## src/hw/rtl/assert_macros.svh

```systemverilog
// Assertion macros for the zero/literal run decoder RTL.
// Define ASSERT_OFF to compile every check out of the design.
`ifndef ASSERT_MACROS_SVH
`define ASSERT_MACROS_SVH

`ifndef ASSERT_OFF
// Clocked check, held off while reset is asserted
`define ZLR_ASSERT(lbl, clk, rstn, prop, msg) \
    lbl: assert property (@(posedge clk) disable iff (!rstn) prop) else $error(msg);
// Clocked check that also holds during reset
`define ZLR_ASSERT_ALWAYS(lbl, clk, prop, msg) \
    lbl: assert property (@(posedge clk) prop) else $error(msg);
`else
`define ZLR_ASSERT(lbl, clk, rstn, prop, msg)
`define ZLR_ASSERT_ALWAYS(lbl, clk, prop, msg)
`endif

`endif

```

## src/hw/rtl/zlr_pkg.sv

```systemverilog
// Shared types, constants and helpers for the zero/literal run decoder.
// No dependencies.
package zlr_pkg;

    // Field and internal widths
    localparam int DIM_W   = 13;
    localparam int TOTAL_W = 26;
    localparam int TOKEN_W = 32;
    localparam int ADDR_W  = 24;
    localparam int COUNT_W = 25;
    localparam int PIXEL_W = 16;

    // Largest dimension a 13-bit register can hold
    localparam int DIM_MAX = 8191;

    // Dimension reset value
    localparam int DIM_RST = 512;

    // Marker that opens a frame with a zero run
    localparam logic [PIXEL_W-1:0] MARKER_ZERO_FIRST = 16'hFFFF;

    // Register indexes (paddr bit 2)
    localparam logic REG_WIDTH  = 1'b0;
    localparam logic REG_HEIGHT = 1'b1;

    // Frame geometry handed from the register block to the decoder
    typedef struct packed {
        logic [TOTAL_W-1:0] total;
    } t_frame_cfg;

    // Clamp a dimension into 1..maxv
    function automatic logic [DIM_W-1:0] clamp_dim(input logic [DIM_W-1:0] v,
                                                   input logic [DIM_W-1:0] maxv);
        logic [DIM_W-1:0] r;
        if (v == '0) begin
            r = DIM_W'(1);
        end else if (v > maxv) begin
            r = maxv;
        end else begin
            r = v;
        end
        return r;
    endfunction

endpackage

```

## src/hw/rtl/zero_literal_run_decoder.sv

```systemverilog
// Zero/literal run decoder top level: token input register, register block
// and decode stage. Depends on zlr_pkg, zlr_cfg and zlr_dec.
// Path: a token passes the input register, then the result register of the decode stage, to its write or fill request.
// Throughput: one token per cycle while the output is not stalled; the input register feeds the decode
// stage, which updates counters and compares combinationally.
// Reset (synchronous, active low): waits for a frame marker, frame 512x512.
module zero_literal_run_decoder #(
    parameter int MAX_WIDTH  = 4096,
    parameter int MAX_HEIGHT = 4096
) (
    input  logic                        i_clk,
    input  logic                        i_rst_n,
    input  logic                        psel,
    input  logic                        penable,
    input  logic                        pwrite,
    input  logic [2:0]                  paddr,
    input  logic [31:0]                 pwdata,
    output logic [31:0]                 prdata,
    output logic                        pready,
    input  logic                        i_in_valid,
    output logic                        o_in_stall,
    input  logic                        i_frame_start,
    input  logic [zlr_pkg::TOKEN_W-1:0] i_token_word,
    output logic                        o_out_valid,
    input  logic                        i_out_stall,
    output logic [zlr_pkg::ADDR_W-1:0]  o_write_address,
    output logic [zlr_pkg::COUNT_W-1:0] o_fill_count,
    output logic [zlr_pkg::PIXEL_W-1:0] o_pixel_value,
    output logic                        o_frame_done
);

    zlr_pkg::t_frame_cfg          frame_cfg;
    logic                         r_s1_valid, n_s1_valid;
    logic                         r_s1_start;
    logic [zlr_pkg::TOKEN_W-1:0]  r_s1_token;
    logic                         dec_adv;
    logic                         in_take;

    zlr_cfg #(
        .MAX_WIDTH  (MAX_WIDTH),
        .MAX_HEIGHT (MAX_HEIGHT)
    ) u_cfg (
        .i_clk   (i_clk),
        .i_rst_n (i_rst_n),
        .psel    (psel),
        .penable (penable),
        .pwrite  (pwrite),
        .paddr   (paddr),
        .pwdata  (pwdata),
        .prdata  (prdata),
        .pready  (pready),
        .o_cfg   (frame_cfg)
    );

    // Stall input only while the held token cannot move on
    assign o_in_stall = r_s1_valid && !dec_adv;
    assign in_take    = i_in_valid && !o_in_stall;

    always_comb begin
        if (in_take) begin
            n_s1_valid = 1'b1;
        end else if (dec_adv) begin
            n_s1_valid = 1'b0;
        end else begin
            n_s1_valid = r_s1_valid;
        end
    end

    // Hold the input register
    always_ff @(posedge i_clk) begin
        if (!i_rst_n) begin
            r_s1_valid <= 1'b0;
        end else begin
            r_s1_valid <= n_s1_valid;
        end
    end

    always_ff @(posedge i_clk) begin
        if (in_take) begin
            r_s1_start <= i_frame_start;
            r_s1_token <= i_token_word;
        end
    end

    zlr_dec u_dec (
        .i_clk           (i_clk),
        .i_rst_n         (i_rst_n),
        .i_cfg           (frame_cfg),
        .i_valid         (r_s1_valid),
        .i_start         (r_s1_start),
        .i_token         (r_s1_token),
        .o_adv           (dec_adv),
        .i_out_stall     (i_out_stall),
        .o_out_valid     (o_out_valid),
        .o_write_address (o_write_address),
        .o_fill_count    (o_fill_count),
        .o_pixel_value   (o_pixel_value),
        .o_frame_done    (o_frame_done)
    );

endmodule

```

## src/hw/rtl/zlr_cfg.sv

```systemverilog
// Configuration registers of the run decoder: frame width and height on an
// APB-style port, plus the registered pixel total. Depends on zlr_pkg.
module zlr_cfg #(
    parameter int MAX_WIDTH  = 4096,
    parameter int MAX_HEIGHT = 4096
) (
    input  logic                i_clk,
    input  logic                i_rst_n,
    input  logic                psel,
    input  logic                penable,
    input  logic                pwrite,
    input  logic [2:0]          paddr,
    input  logic [31:0]         pwdata,
    output logic [31:0]         prdata,
    output logic                pready,
    output zlr_pkg::t_frame_cfg o_cfg
);

    localparam int MAXW_INT = (MAX_WIDTH > zlr_pkg::DIM_MAX) ? zlr_pkg::DIM_MAX : MAX_WIDTH;
    localparam int MAXH_INT = (MAX_HEIGHT > zlr_pkg::DIM_MAX) ? zlr_pkg::DIM_MAX : MAX_HEIGHT;
    localparam logic [zlr_pkg::DIM_W-1:0] MAXW = zlr_pkg::DIM_W'(MAXW_INT);
    localparam logic [zlr_pkg::DIM_W-1:0] MAXH = zlr_pkg::DIM_W'(MAXH_INT);
    localparam int RSTW_INT = (zlr_pkg::DIM_RST > MAXW_INT) ? MAXW_INT : zlr_pkg::DIM_RST;
    localparam int RSTH_INT = (zlr_pkg::DIM_RST > MAXH_INT) ? MAXH_INT : zlr_pkg::DIM_RST;
    localparam logic [zlr_pkg::TOTAL_W-1:0] TOTAL_RST = zlr_pkg::TOTAL_W'(RSTW_INT * RSTH_INT);

    logic [zlr_pkg::DIM_W-1:0]   r_width, n_width;
    logic [zlr_pkg::DIM_W-1:0]   r_height, n_height;
    logic [zlr_pkg::TOTAL_W-1:0] r_total, n_total;
    logic                        wr_en;
    logic                        sel_h;
    logic [zlr_pkg::DIM_W-1:0]   new_dim;
    logic [zlr_pkg::DIM_W-1:0]   mul_a, mul_b;

    assign wr_en   = psel && penable && pwrite;
    assign sel_h   = (paddr[2] == zlr_pkg::REG_HEIGHT);
    assign new_dim = pwdata[zlr_pkg::DIM_W-1:0];

    // Pick the new clamped dimension and the held one for the total
    always_comb begin
        if (sel_h) begin
            mul_a = zlr_pkg::clamp_dim(r_width, MAXW);
            mul_b = zlr_pkg::clamp_dim(new_dim, MAXH);
        end else begin
            mul_a = zlr_pkg::clamp_dim(new_dim, MAXW);
            mul_b = zlr_pkg::clamp_dim(r_height, MAXH);
        end
    end

    // Next register values on a write
    always_comb begin
        n_width  = r_width;
        n_height = r_height;
        n_total  = r_total;
        if (wr_en) begin
            if (sel_h) begin
                n_height = new_dim;
            end else begin
                n_width = new_dim;
            end
            n_total = zlr_pkg::TOTAL_W'(mul_a) * zlr_pkg::TOTAL_W'(mul_b);
        end
    end

    // Hold registers
    always_ff @(posedge i_clk) begin
        if (!i_rst_n) begin
            r_width  <= zlr_pkg::DIM_W'(zlr_pkg::DIM_RST);
            r_height <= zlr_pkg::DIM_W'(zlr_pkg::DIM_RST);
            r_total  <= TOTAL_RST;
        end else begin
            r_width  <= n_width;
            r_height <= n_height;
            r_total  <= n_total;
        end
    end

    // Read back the addressed register
    assign prdata = sel_h ? {{(32-zlr_pkg::DIM_W){1'b0}}, r_height}
                          : {{(32-zlr_pkg::DIM_W){1'b0}}, r_width};
    assign pready = 1'b1;
    assign o_cfg.total = r_total;

endmodule

```

## src/hw/rtl/zlr_dec.sv

```systemverilog
// Decode state and result register of the run decoder: one token per cycle in unless
// a held request stalls, at most one write or fill request out. Depends on zlr_pkg.
`include "assert_macros.svh"
module zlr_dec (
    input  logic                          i_clk,
    input  logic                          i_rst_n,
    input  zlr_pkg::t_frame_cfg           i_cfg,
    input  logic                          i_valid,
    input  logic                          i_start,
    input  logic [zlr_pkg::TOKEN_W-1:0]   i_token,
    output logic                          o_adv,
    input  logic                          i_out_stall,
    output logic                          o_out_valid,
    output logic [zlr_pkg::ADDR_W-1:0]    o_write_address,
    output logic [zlr_pkg::COUNT_W-1:0]   o_fill_count,
    output logic [zlr_pkg::PIXEL_W-1:0]   o_pixel_value,
    output logic                          o_frame_done
);

    logic                          r_expect_marker, n_expect_marker;
    logic                          r_in_literals, n_in_literals;
    logic                          r_zero_mode, n_zero_mode;
    logic [zlr_pkg::TOKEN_W-1:0]   r_literals_left, n_literals_left;
    logic [zlr_pkg::TOTAL_W-1:0]   r_pixel_index, n_pixel_index;
    logic                          r_frame_full, n_frame_full;

    logic                          r_out_valid, n_out_valid;
    logic [zlr_pkg::ADDR_W-1:0]    r_out_addr, n_out_addr;
    logic [zlr_pkg::COUNT_W-1:0]   r_out_count, n_out_count;
    logic [zlr_pkg::PIXEL_W-1:0]   r_out_value, n_out_value;
    logic                          r_out_done, n_out_done;

    logic [zlr_pkg::TOTAL_W-1:0]   remain;
    logic                          past_end;
    logic                          tok_short;
    logic                          produce;

    // Consume the held token whenever the result register can take a request
    assign o_adv = i_valid && (!r_out_valid || !i_out_stall);

    assign past_end  = (r_pixel_index >= i_cfg.total);
    assign remain    = i_cfg.total - r_pixel_index;
    assign tok_short = (i_token < {{(zlr_pkg::TOKEN_W-zlr_pkg::TOTAL_W){1'b0}}, remain});

    // Decode one token
    always_comb begin
        n_expect_marker = r_expect_marker;
        n_in_literals   = r_in_literals;
        n_zero_mode     = r_zero_mode;
        n_literals_left = r_literals_left;
        n_pixel_index   = r_pixel_index;
        n_frame_full    = r_frame_full;
        produce         = 1'b0;
        n_out_addr      = r_out_addr;
        n_out_count     = r_out_count;
        n_out_value     = r_out_value;
        n_out_done      = r_out_done;
        if (o_adv) begin
            if (i_start || r_expect_marker) begin
                // Marker: restart the frame
                n_expect_marker = 1'b0;
                n_in_literals   = 1'b0;
                n_literals_left = '0;
                n_pixel_index   = '0;
                n_frame_full    = 1'b0;
                n_zero_mode     = (i_token[zlr_pkg::PIXEL_W-1:0] == zlr_pkg::MARKER_ZERO_FIRST);
            end else if (r_frame_full) begin
                // Drop tokens after the frame is full
            end else if (past_end) begin
                n_frame_full = 1'b1;
            end else if (r_in_literals) begin
                // Single pixel write
                produce         = 1'b1;
                n_out_addr      = r_pixel_index[zlr_pkg::ADDR_W-1:0];
                n_out_count     = zlr_pkg::COUNT_W'(1);
                n_out_value     = i_token[zlr_pkg::PIXEL_W-1:0];
                n_out_done      = (remain == zlr_pkg::TOTAL_W'(1));
                n_frame_full    = n_out_done;
                n_pixel_index   = r_pixel_index + zlr_pkg::TOTAL_W'(1);
                n_literals_left = r_literals_left - zlr_pkg::TOKEN_W'(1);
                if (r_literals_left == zlr_pkg::TOKEN_W'(1)) begin
                    n_in_literals = 1'b0;
                    n_zero_mode   = 1'b1;
                end
            end else if (i_token == '0) begin
                // Empty run: toggle the mode
                n_zero_mode = !r_zero_mode;
            end else if (!r_zero_mode) begin
                // Literal run length
                n_in_literals   = 1'b1;
                n_literals_left = i_token;
            end else begin
                // Zero run, clipped to the frame end
                produce      = 1'b1;
                n_out_addr   = r_pixel_index[zlr_pkg::ADDR_W-1:0];
                n_out_value  = '0;
                n_zero_mode  = 1'b0;
                n_out_done   = !tok_short;
                n_frame_full = !tok_short;
                if (tok_short) begin
                    n_out_count   = i_token[zlr_pkg::COUNT_W-1:0];
                    n_pixel_index = r_pixel_index + i_token[zlr_pkg::TOTAL_W-1:0];
                end else begin
                    n_out_count   = remain[zlr_pkg::COUNT_W-1:0];
                    n_pixel_index = i_cfg.total;
                end
            end
        end
    end

    // Load a new request, or drop the held one once taken
    always_comb begin
        if (produce) begin
            n_out_valid = 1'b1;
        end else if (!i_out_stall) begin
            n_out_valid = 1'b0;
        end else begin
            n_out_valid = r_out_valid;
        end
    end

    // Hold decode state and the result register
    always_ff @(posedge i_clk) begin
        if (!i_rst_n) begin
            r_expect_marker <= 1'b1;
            r_in_literals   <= 1'b0;
            r_zero_mode     <= 1'b0;
            r_literals_left <= '0;
            r_pixel_index   <= '0;
            r_frame_full    <= 1'b0;
            r_out_valid     <= 1'b0;
        end else begin
            r_expect_marker <= n_expect_marker;
            r_in_literals   <= n_in_literals;
            r_zero_mode     <= n_zero_mode;
            r_literals_left <= n_literals_left;
            r_pixel_index   <= n_pixel_index;
            r_frame_full    <= n_frame_full;
            r_out_valid     <= n_out_valid;
        end
    end

    always_ff @(posedge i_clk) begin
        if (produce) begin
            r_out_addr  <= n_out_addr;
            r_out_count <= n_out_count;
            r_out_value <= n_out_value;
            r_out_done  <= n_out_done;
        end
    end

    assign o_out_valid     = r_out_valid;
    assign o_write_address = r_out_addr;
    assign o_fill_count    = r_out_count;
    assign o_pixel_value   = r_out_value;
    assign o_frame_done    = r_out_done;

    // A pending last-pixel request means the frame is marked full
    `ZLR_ASSERT(a_done_full, i_clk, i_rst_n, (r_out_valid && r_out_done) |-> r_frame_full, "frame_done request without full frame")
    // A literal run in progress always has literals left
    `ZLR_ASSERT(a_lit_left, i_clk, i_rst_n, r_in_literals |-> (r_literals_left != '0), "literal run with no literals left")
    // Only zero runs carry a fill count other than one, and they write zero
    `ZLR_ASSERT(a_fill_zero, i_clk, i_rst_n, (r_out_valid && (r_out_count != zlr_pkg::COUNT_W'(1))) |-> (r_out_value == '0), "multi-pixel fill with nonzero value")
    // Waiting for a marker excludes a literal run
    `ZLR_ASSERT(a_marker_idle, i_clk, i_rst_n, r_expect_marker |-> !r_in_literals, "literal run while expecting marker")

endmodule
```

## config.mk

```make
export PLATFORM = sky130hd
export DESIGN_NAME = zero_literal_run_decoder
export DESIGN_NICKNAME = d
export VERILOG_FILES = /design/src/hw/rtl/zlr_pkg.sv /design/src/hw/rtl/zero_literal_run_decoder.sv /design/src/hw/rtl/zlr_cfg.sv /design/src/hw/rtl/zlr_dec.sv
export VERILOG_INCLUDE_DIRS = /design/src /design/src/hw/rtl
export SDC_FILE = /design/constraint.sdc
export NUM_CORES = 1
export LEC_CHECK = 0
export BUFFER_PORTS_ARGS = -buffer_cell sky130_fd_sc_hd__buf_2
export CAP_MARGIN = 20
export CORE_ASPECT_RATIO = 0.7
export CORE_MARGIN = 4
export CORE_UTILIZATION = 43
export DETAILED_ROUTE_END_ITERATION = 6
export HOLD_SLACK_MARGIN = 0.15
export PLACE_DENSITY = 0.65
export REMOVE_ABC_BUFFERS = 1
export SLEW_MARGIN = 20
export SYNTH_ARGS = -nofsm -noshare
export SYNTH_HDL_FRONTEND = slang
export SYNTH_SLANG_ARGS = --single-unit
```

## constraint.sdc

```tcl
create_clock -name i_clk -period 8.3 [get_ports i_clk]
set_input_delay 0.415 -clock i_clk [delete_from_list [all_inputs] [get_ports i_clk]]
set_output_delay 0.415 -clock i_clk [all_outputs]
set_load 0.01 [all_outputs]
```

Word level (Yosys, flattened, before mapping)
Index checks and enable logic that the tools add are counted.
Widths: inputs -> output; s select.
- output and inout bits: 101
- register bits after elaboration: 215
- input bits: 75
- word-level logic and storage cells: 133
- $add $sub $neg: 4
- reduce and logical (&&, ||, !) cells: 28
- $mul: 1
- multiplexer cells: 64
- bitwise gates (word level): 4
- equal/unequal tests: 10
- order comparisons: 5
- operators by type and width (kind ; count):
    $mux 32 ; 6
    $mux 26 ; 7
    $mux 13 ; 9
    $mux 25 ; 3
    $mux 24 ; 3
    $mux 16 ; 3
    $gt 13x13->1 const B ; 3
    $logic_not 13->1 ; 3
    $mux 1 ; 33
    $eq 32x1->1 const B ; 1
    $logic_not 32->1 ; 1
    $lt 32x26->1 ; 1
    $sub 32x1->32 const B ; 1
    $add 26x1->26 const B ; 1
    $add 26x26->26 ; 1
    $eq 26x1->1 const B ; 1
    $ge 26x26->1 ; 1
    $mul 13x13->26 ; 1
    $sub 26x26->26 ; 1
    $eq 16x16->1 const B ; 1
    $reduce_and 5->1 ; 2
    $reduce_and 7->1 ; 1
    $logic_not 1->1 ; 6
    $reduce_and 2->1 ; 3
    12 further kinds ; 23

Depth between registers and ports, before layout
Gate-level depths: netlist of run 1.
- depth after elaboration: 9
- depth in mapped cells: 29
- depth with buffers taken out: 27

Modules after synthesis
A second synthesis of run 1 with hierarchy kept.
- cell total of the unflattened synthesis: 2336
- area total of the unflattened synthesis: 19625.1 µm²
- modules (own cells, without submodules) (module ; seq. area each (µm²) ; cells an instance ; instances ; area an instance (µm²)):
    zlr_dec ; 3243.1 ; 1251 ; 1 ; 10223.6
    zlr_cfg ; 1041.0 ; 1048 ; 1 ; 8363.0
    zero_literal_run_decoder ; 1011.0 ; 37 ; 1 ; 1038.5

Least setup slack after synthesis of run 1
Ideal clock, no wire load.
- path kind: register to register
- start: reg u_dec.r_pixel_index[16] (netlist bit)
- end: reg u_dec.r_out_count, in the netlist u_dec.o_fill_count[0], enable pin
- buffers on the path: 2
- library setup time: 0.590 ns
- stages on the path, launching flop included: 12
- period minus slack after synthesis: 7.734 ns
- arrival: 7.144 ns
- setup slack: 0.566 ns
- data required time: 7.710 ns
- cell sequence: dfxtp_1 clkbuf_1 inv_1 ha_1 clkbuf_1 and3_1 and3_1 nand4_1 nor3b_2 o211ai_2 a21oi_2 nor3b_1
- cells in the longest elaborated chain, start to end: 6
- elaborated cells between the ends (all ways): 7
- those cells by class: order compare: 1; mux: 4; bitwise: 1; reduce/logical: 1
- RTL lines (what ; line ; RTL):
    from (decl) ; zlr_dec.sv:24 ; logic [zlr_pkg::TOTAL_W-1:0] r_pixel_index, n_pixel_index;
    from (signal assigned) ; zlr_dec.sv:137 ; r_pixel_index <= n_pixel_index;
    $ge 26x26->1 * ; zlr_dec.sv:41 ; assign past_end = (r_pixel_index >= i_cfg.total);
    $mux 1 ; zlr_dec.sv:69 ; end else if (past_end) begin
    $mux 1 ; zlr_dec.sv:67 ; end else if (r_frame_full) begin
    $mux 1 ; zlr_dec.sv:59 ; if (i_start || r_expect_marker) begin
    $mux 1 ; zlr_dec.sv:58 ; if (o_adv) begin
    $reduce_and 7->1 (no line) * ; -- ;
    to (signal assigned) ; zlr_dec.sv:146 ; r_out_count <= n_out_count;
    to (decl) ; zlr_dec.sv:29 ; logic [zlr_pkg::COUNT_W-1:0] r_out_count, n_out_count;
Mark *: on every way between the ends. The rest lies on a longest branch, timed or not.
A chain may end at the register's enable or synchronous reset.

Worst setup path in the final report of run 1
- start: reg u_cfg.r_height[7] (netlist bit)
- end: reg u_cfg.r_total, in the netlist u_cfg.o_cfg[25]
- cells in the longest elaborated chain, start to end: 5
- elaborated cells between the ends (all ways): 6
- those cells by class: mul: 1; order compare: 1; mux: 3; reduce/logical: 1
- RTL lines (what ; line ; RTL):
    from (decl) ; zlr_cfg.sv:28 ; logic [zlr_pkg::DIM_W-1:0] r_height, n_height;
    from (signal assigned) ; zlr_cfg.sv:69 ; r_height <= zlr_pkg::DIM_W'(zlr_pkg::DIM_RST);
    from (signal assigned) ; zlr_cfg.sv:73 ; r_height <= n_height;
    $gt 13x13->1 ; zlr_pkg.sv:37 ; end else if (v > maxv) begin
    $mux 13 ; zlr_pkg.sv:37 ;
    $mux 13 * ; zlr_pkg.sv:35 ; if (v == '0) begin
    $mux 13 * ; zlr_cfg.sv:41 ; if (sel_h) begin
    $mul 13x13->26 * ; zlr_cfg.sv:61 ; n_total = zlr_pkg::TOTAL_W'(mul_a) * zlr_pkg::TOTAL_W'(mul_b);
    to (signal assigned) ; zlr_cfg.sv:74 ; r_total <= n_total;
    to (decl) ; zlr_cfg.sv:29 ; logic [zlr_pkg::TOTAL_W-1:0] r_total, n_total;
Marked as above.

==> results of run 1 <==
## stage by stage
| step | hold WS (ns) | instances | cell area, um2 | power (mW) | setup WS, ns |
|---|---|---|---|---|---|
| 2_1_floorplan | 0.4308 | 2193 | 18870 | 1.681 | 0.7392 |
| 3_3_place_gp | 0.4440 | 2946 | 20490 | 1.884 | 0.9515 |
| 3_5_place_dp | 0.4461 | 2946 | 20490 | 1.905 | 0.8041 |
| 4_1_cts | 0.1504 | 3030 | 21800 | 3.165 | 0.7446 |
| 5_1_grt | 0.1718 | 3031 | 21820 | 3.313 | 0.08018 |
| 6_report | 0.1703 | 3032 | 21820 | 3.166 | 0.6295 |
## sequential cells by signal, indices dropped and copies added, names as in the netlist
register / cells
u_dec.o_out_valid: 1
u_cfg.o_cfg: 26
u_cfg.r_width: 13
u_dec.r_in_literals: 1
r_s1_token: 32
r_s1_valid: 1
u_dec.o_pixel_value: 16
u_cfg.r_height: 13
u_dec.r_pixel_index: 26
u_dec.o_write_address: 24
u_dec.r_frame_full: 1
u_dec.r_zero_mode: 1
u_dec.r_literals_left: 32
u_dec.o_frame_done: 1
r_s1_start: 1
u_dec.r_expect_marker: 1
u_dec.o_fill_count: 25
## power groups by stage
stage | combinational (mW) | clock (mW) | sequential [mW]
6_report | 0.731 | 1.25 | 1.19
3_5_place_dp | 0.697 | 0 | 1.21
4_1_cts | 0.716 | 1.26 | 1.18
5_1_grt | 0.816 | 1.31 | 1.19
2_1_floorplan | 0.490 | 0 | 1.19
3_3_place_gp | 0.677 | 0 | 1.21
## final cells by class
cell class / count / area [um2] / area share, %
Multi-Input combinational cell: 1738 / 12700 / 58.21
Sequential cell: 215 / 5296 / 24.27
Timing Repair Buffer: 200 / 1266 / 5.803
Inverter: 240 / 900.9 / 4.129
Tap cell: 594 / 743.2 / 3.406
Clock buffer: 28 / 646.9 / 2.965
Clock inverter: 16 / 261.5 / 1.199
Antenna cell: 1 / 2.502 / 0.01147
## layer usage
metal	share of wire (%)	GRT usage, %	routed length [um]	vias to the layer above
met2	42	36.41	25360	830
met3	10	5.209	6176	82
met5	0	0	0	-
li1	-	-	-	8246
met4	1.9	4.545	1122	0
met1	46	36.79	27320	8667
## synthesized netlist by cell type, drive strengths merged (6+ instances only)
library cell	n	area (um2)
and3	25	157.6
or4	10	82.58
mux2i	9	90.09
edfxtp	99	2973
a31oi	14	87.58
nor4	35	225.2
nand4	25	156.4
a311oi	6	65.06
nor2	190	713.2
or3	16	100.1
clkbuf	67	251.5
o21a	6	45.04
ha	150	1877
a221oi	11	96.34
mux2	15	168.9
or2	7	46.30
o2111ai	9	78.83
xnor2	43	376.6
o211ai	29	222.7
a211o	7	61.31
o21bai	6	48.80
o31ai	9	67.56
buf	52	302.8
a21o	33	247.7
inv	240	900.9
dfxtp	116	2322
nor3b	7	57.55
a22o	26	227.7
nor2b	17	106.4
a32o	11	110.1
a21oi	163	823.3
nor3	49	266.5
a22oi	23	172.7
nand3	60	305.3
nand2b	18	112.6
a211oi	20	172.7
a31o	6	52.55
a32oi	11	96.34
fa	123	2462
and2	32	200.2
nand2	335	1260
xor2	26	227.7
o21ai	80	411.7
## worst max-delay path, cell delays in order (launching register included)
cell and delay, ns:
dfxtp_1 0.36, nor4_1 0.44, nand3_1 0.19, a21oi_1 0.71, buf_4 0.27, a22o_1 0.47, nand2_1 0.15, fa_1 0.52
fa_1 0.51, inv_1 0.05, fa_1 0.49, fa_1 0.49, inv_1 0.05, fa_1 0.47, inv_1 0.04, ha_1 0.35
nand4_1 0.21, a211oi_1 0.50, nand3_1 0.19, nand4b_1 0.18, o211ai_1 0.17, o21ai_0 0.30, a21oi_1 0.13, nor4b_1 0.15
nor4_1 0.16
## repair_timing
item,in CTS,in global routing
endpoints found under the hold margin,44,0
hold buffers,40,0
endpoints found under the setup margin,0,1
gates resized for setup,0,1
## kinds of logic (layout without fill, tap and decap cells)
logic type / after synthesis / count (layout)
simple gates: 841 / 841
mux: 24 / 24
fa+ha+maj: 273 / 273
compound gates: 511 / 511
xor+xnor: 69 / 69
other cells: 2 / 21
buf+inv: 359 / 484
flops: 215 / 215
## how the worst max path moves through the flow
stage | depth (start not counted) | slack, ns | from | to
floorplan | 9 | 0.74 | u_dec.r_pixel_index[16] | u_dec.o_fill_count[0]
global placement | 24 | 0.95 | u_cfg.r_height[4] | u_cfg.o_cfg[24]
detailed placement | 25 | 0.80 | u_cfg.r_width[3] | u_cfg.o_cfg[25]
CTS | 25 | 0.74 | u_cfg.r_width[3] | u_cfg.o_cfg[25]
global route | 24 | 0.08 | u_cfg.r_height[7] | u_cfg.o_cfg[24]
finish | 24 | 0.63 | u_cfg.r_height[7] | u_cfg.o_cfg[25]
==> summary.md, run 1 <==
| Metric | Value |
|---|---|
| Slew Limit Fails | 0 |
| Req. time, crit path | roughly 8.8 ns |
| Post-synthesis cell type count | 93 |
| Dominant synthesized flop cell | dfxtp_1 |
| Final wirelength | 59.98 mm |
| Leakage Power | slightly above 9 nW |
| Critical path class | reg2reg |
| DR WL/cell | 19.78 um |
| Initial antenna violation count | 1 |
| Flop-to-flop setup slack | 0.63 ns |
| Worst-path fanout max | 11 |
| Initial Util | about 44% |
| Crit end category | flop |
| Worst clock skew | 0.01701 ns |
| PD cells | 145.1 mW/mm2 |
| Post-DRT Antenna Nets | 0 |
| Share of layout cells above drive strength 1 | 10.92% |
| Mux contribution to synthesized area | 1.338% |
| XOR/XNOR Fraction of Synth Area | between 3 and 4% |
| Setup-failing EPs final | 0 |
| First-pass GRT wire length | 94.45 mm |
| Most frequent cells in the layout | nand2_1, inv_1, nor2_1, a21oi_1, ha_1 |
| Seq/Total Area, Yosys | a little over a quarter |
| I/O pins | 176 |
| Combinational fraction of design power | 23.1% |
| Vias per inst | slightly below 6 |
| Simple-gate share of the synthesized area | 20.33% |
| Clock buffer count from CTS | 24 |
| Startpoint types | flop |
| Largest family of logic cells by synthesized area | adder cells |
| Worst Hold Depth | 3 |
| Core area | 0.04412 mm2 |
| Clock Power Share | about 39% |
| Rows | 64 |
| Initial DRC count | 2019 |
| CTS H-tree depth | 1 |
| Critical path arrival | 8.12 ns |
| Flop pwr share | 37.5% |
| Tmin final | between 7 and 8 ns |
| Mapped cell area | 0.01936 mm2 |
| Maximum vdd ir drop | 0.1427 mV |
| DRC | 0 |
| Cell-internal power | between 2 and 2.5 mW |
| Final hold vios | 0 |
| Skew-Pair Late Insertion Delay | 0.55 ns |
| RSZ-0062 raised after global routing | no |
| Clock sinks | 215 |
| Worst min path class | in2reg |
| Largest net degree at the start of global routing | 76 |
| Fin nets | 2767 |
| Vias in the first global route | 16867 |
| Drt pass-1 iters | 6 |
| Psw | 1.002 mW |
| Register bit total from synthesis | 215 |
| Most common cell after layout, fill and taps aside | nand2_1 |
| Worst R2R Start | u_cfg.r_height[7] |
| Crit Reg-Reg Endpoint | u_cfg.o_cfg[25] |
| Via count | 17825 |
| Gpl congestion | 0.9531 |
| Total of warnings raised by yosys | 0 |
| Hold Crit Start | pwdata[5] |
| Post-Syn Instances | 2294 |
| Avg Cell Area, Syn | 8.439 um2 |
| Total Die Area | 0.04854 mm2 |
| FFs w/ async S/R, synth | 0% |
| Worst-path clk slew | 0.07 ns |
| Slew @ Worst Pin | 1.202 ns |
| Area share of fa/ha/maj cells after synthesis | approximately 22% |
| Clk buf depth | 3 |
| Hold path endpoint | u_cfg.r_height[5] |
| Tcrit/Tclk final | 92.42% |
| Die Ht | 185.5 um |
| Clock root buffer | clkbuf_16 |
| Layout area overhead | 12.70% |
| Fin Setup TNS | 0 ns |
| Reg2reg path depth | 24 |
| Die Wd | roughly 260 um |
| Port bufs | between 100 and 150 |
| CTS tree | built |
| HPWL Detailed | 44.94 mm |
| All-Layer GR Usage | 24.40% |
| Fillers | 4127 |
| Run status | completed |
| Compound-Gate Fraction of Synth Area | 17.90% |
| Fmax | 130.4 MHz |
| Max-Slew Margin vs Limit | 19.14% |
| EDFF count, synth | 99 |
| Sw frac | 31.66% |
| Setup bufs post-CTS | 0 |
| Grt total ovfl | 0 |
| Max_cap viols | 0 |
| Post-layout util | 49.45% |
No activity file was read; power rests on OpenSTA's default activity.
==> inputs of run 2 (changes only) <==
- CORE_UTILIZATION: 43 -> 50
- PLACE_DENSITY: 0.65 -> 0.74
==> run 2 against run 1 <==
Via count up 1.3%; cell count down 3.5%; worst setup slack worse by 0.17 ns; routed wire length up 0.42%; critical endpoint is now u_cfg.o_cfg[24]; largest power group is now sequential cells.
==> summary.md, run 2 (same netlist as run 1, synthesis figures left out) <==
| Metric | Value |
|---|---|
| Run status | completed (unchanged) |
| Hold Crit Start | pwdata[8] (was pwdata[5]) |
| Rows | 59 (was 64) |
| Cell-internal power | 2.023 mW (was 2.163 mW) |
| Largest net degree at the start of global routing | 76 (unchanged) |
| Setup bufs post-CTS | 0 (unchanged) |
| Largest regs | r_s1_token: 32 flops, u_dec.r_literals_left: 32 flops (unchanged) |
| Fin Setup TNS | 0 ns (unchanged) |
| CTS H-tree depth | 1 (unchanged) |
| Clock buffer count from CTS | 24 (unchanged) |
| DRC | 0 (unchanged) |
| Critical path arrival | 8.32 ns (was 8.12 ns) |
| Max_cap viols | 0 (unchanged) |
| Slew @ Worst Pin | 1.170 ns (was 1.202 ns) |
| Layout area overhead | 11.28% (was 12.70%) |
| Startpoint types | flop (unchanged) |
| Clk buf depth | 3 (unchanged) |
| Most frequent cells in the layout | nand2_1, inv_1, nor2_1, a21oi_1, ha_1 (unchanged) |
| Flop-to-flop setup slack | 0.46 ns (was 0.63 ns) |
| Post-DRT Antenna Nets | 0 (unchanged) |
| All-Layer GR Usage | 27.98% (was 24.40%) |
| Placed Cells | 2840 (was 2946) |
| Sw frac | 32.57% (was 31.66%) |
| Vias per inst | 6.171 (was 5.879) |
| Tcrit/Tclk final | 94.49% (was 92.42%) |
| Maximum vdd ir drop | 0.1555 mV (was 0.1427 mV) |
| First-pass GRT wire length | 95.75 mm (was 94.45 mm) |
| Reg2reg path depth | 25 (was 24) |
| Post-layout util | 57.22% (was 49.45%) |
| Skew-Pair Late Insertion Delay | 0.55 ns (about the same) |
| I/O pins | 176 (unchanged) |
| Pre-CTS setup slack | 0.4534 ns (was 0.8041 ns) |
| Slew Limit Fails | 0 (unchanged) |
| Initial Util | 51.42% (was 43.88%) |
| Gpl congestion | 0.9666 (was 0.9531) |
| Total Die Area | 0.04198 mm2 (was 0.04854 mm2) |
| Flop pwr share | 39.7% (was 37.5%) |
| Die Wd | 243.2 um (was 261.6 um) |
| Leakage Power | 9.174 nW (was 9.239 nW) |
| Most common cell after layout, fill and taps aside | nand2_1 (unchanged) |
| Initial antenna violation count | 2 (was 1) |
| Fmax | 127.5 MHz (was 130.4 MHz) |
| Port bufs | 134 (unchanged) |
| Power Total | 3.001 mW (was 3.166 mW) |
| Combinational fraction of design power | 24.6% (was 23.1%) |
| Core area | 0.03765 mm2 (was 0.04412 mm2) |
| Die Ht | 172.6 um (was 185.5 um) |
| Worst-path clk slew | 0.06 ns (was 0.07 ns) |
| RSZ-0062 raised after global routing | no (unchanged) |
| Final hold vios | 0 (unchanged) |
| Fin nets | 2767 (unchanged) |
| Setup-failing EPs final | 0 (unchanged) |
| Clock sinks | 215 (unchanged) |
| Crit Reg-Reg Endpoint | u_cfg.o_cfg[24] (was u_cfg.o_cfg[25]) |
| Initial DRC count | 2368 (was 2019) |
| HPWL Detailed | 45.57 mm (was 44.94 mm) |
| Clock Power Share | 35.8% (was 39.4%) |
| Hold path endpoint | u_cfg.r_width[8] (was u_cfg.r_height[5]) |
| Clock root buffer | clkbuf_16 (unchanged) |
| Share of layout cells above drive strength 1 | 10.59% (was 10.92%) |
| Crit end category | flop (unchanged) |
| CTS tree | built (unchanged) |
| Worst clock skew | 0.01600 ns (was 0.01701 ns) |
| N_diodes | 0 (was 1) |
| Drt pass-1 iters | 6 (unchanged) |
| DR WL/cell | 20.59 um (was 19.78 um) |
| Worst R2R Start | u_cfg.r_width[3] (was u_cfg.r_height[7]) |
| Worst Hold Depth | 3 (unchanged) |
| Max-Slew Margin vs Limit | 21.72% (was 19.14%) |
| Final wirelength | 60.23 mm (was 59.98 mm) |
| Tmin final | 7.843 ns (was 7.671 ns) |
| Worst-path fanout max | 17 (was 11) |
| Final std cells w/o fill | 2925 (was 3032) |
| Grt total ovfl | 0 (unchanged) |
| Psw | 0.9772 mW (was 1.002 mW) |
| Via count | 18050 (was 17825) |
| PD cells | 139.3 mW/mm2 (was 145.1 mW/mm2) |
| Vias in the first global route | 17331 (was 16867) |
| Req. time, crit path | 8.77 ns (was 8.75 ns) |
| Worst Setup Slack, final | 0.4574 ns (was 0.6295 ns) |
| Worst min path class | in2reg (unchanged) |
| Critical path class | reg2reg (unchanged) |
run 2: cell count changes in the layout (fill, tap and decap cells not counted), sizes merged:
cell      before  now
bufinv         6    2
diode          1    0
clkbuf        28   31
clkinvlp       5    3
clkinv         2    8
inv          243  240
run 2: area by class of cell:
cell class                 count  area, um2
clock inverter                13      116.4
tap                          488      610.6
inverter                     240      900.9
fill                        3358      16110
timing repair buffer         200       1266
multi-input combinational   1738      12700
clock buffer                  31      648.1
sequential                   215       5296
run 2: worst max-delay path: stages (launching register included):
cell and delay, ns:
dfxtp_1 0.35, nor4_1 0.46, nand3_1 0.20, xnor2_1 0.16, and2_1 0.36, a22oi_1 0.77
nor2_1 0.16, fa_1 0.54, inv_1 0.05, fa_1 0.49, inv_1 0.06, fa_1 0.50
inv_1 0.06, fa_1 0.49, fa_1 0.49, inv_1 0.04, ha_1 0.33, nand3_1 0.10
o211ai_1 0.12, a21oi_1 0.36, o31ai_1 0.23, a221oi_1 0.46, o21ai_0 0.25, o41ai_1 0.43
nand4_1 0.16, o211ai_1 0.13
run 2: power groups by stage:
stage / sequential, mW / clock (mW) / combinational (mW)
after CTS: 1.19 / 1.09 / 0.718
after global routing: 1.19 / 1.13 / 0.817
after global placement: 1.21 / 0 / 0.670
after floorplan: 1.19 / 0 / 0.490
after detailed placement: 1.21 / 0 / 0.698
final: 1.19 / 1.07 / 0.738
run 2: how the worst max path moves through the flow:
stage / start / endpoint / slack [ns] / cells past startpoint
after floorplan: u_dec.r_pixel_index[16] / u_dec.o_fill_count[0] / 0.74 / 9
after detailed placement: u_cfg.r_height[7] / u_cfg.o_cfg[24] / 0.45 / 23
after global routing: u_cfg.r_width[3] / u_cfg.o_cfg[24] / 0.02 / 25
final: u_cfg.r_width[3] / u_cfg.o_cfg[24] / 0.46 / 25
after CTS: u_cfg.r_height[7] / u_cfg.o_cfg[24] / 0.38 / 23
after global placement: u_cfg.r_height[7] / u_cfg.o_cfg[24] / 0.74 / 23
run 2: routing by layer:
layer  vias up  part of all wire (%)  routed length, um  track usage (%)
li1       8233                     -                  -                -
met1      8751                    43              26090            41.70
met2       950                    42              25240            40.89
met3       116                    12               7387            6.920
met4         0                   2.5               1519            6.801
met5         -                     0                  0                0
run 2: what timing repair did:
item / in CTS / in global routing
setup endpoints to repair: 0 / 1
gates resized for setup: 0 / 1
hold buffers: 40 / 0
hold endpoints to repair: 43 / 0
run 2: stage by stage:
stage / hold WS, ns / cell area, um2
global route: 0.1749 / 21540
finish: 0.1648 / 21540
floorplan: 0.4308 / 18870
global placement: 0.4422 / 20360
detailed placement: 0.4487 / 20360
CTS: 0.1514 / 21530
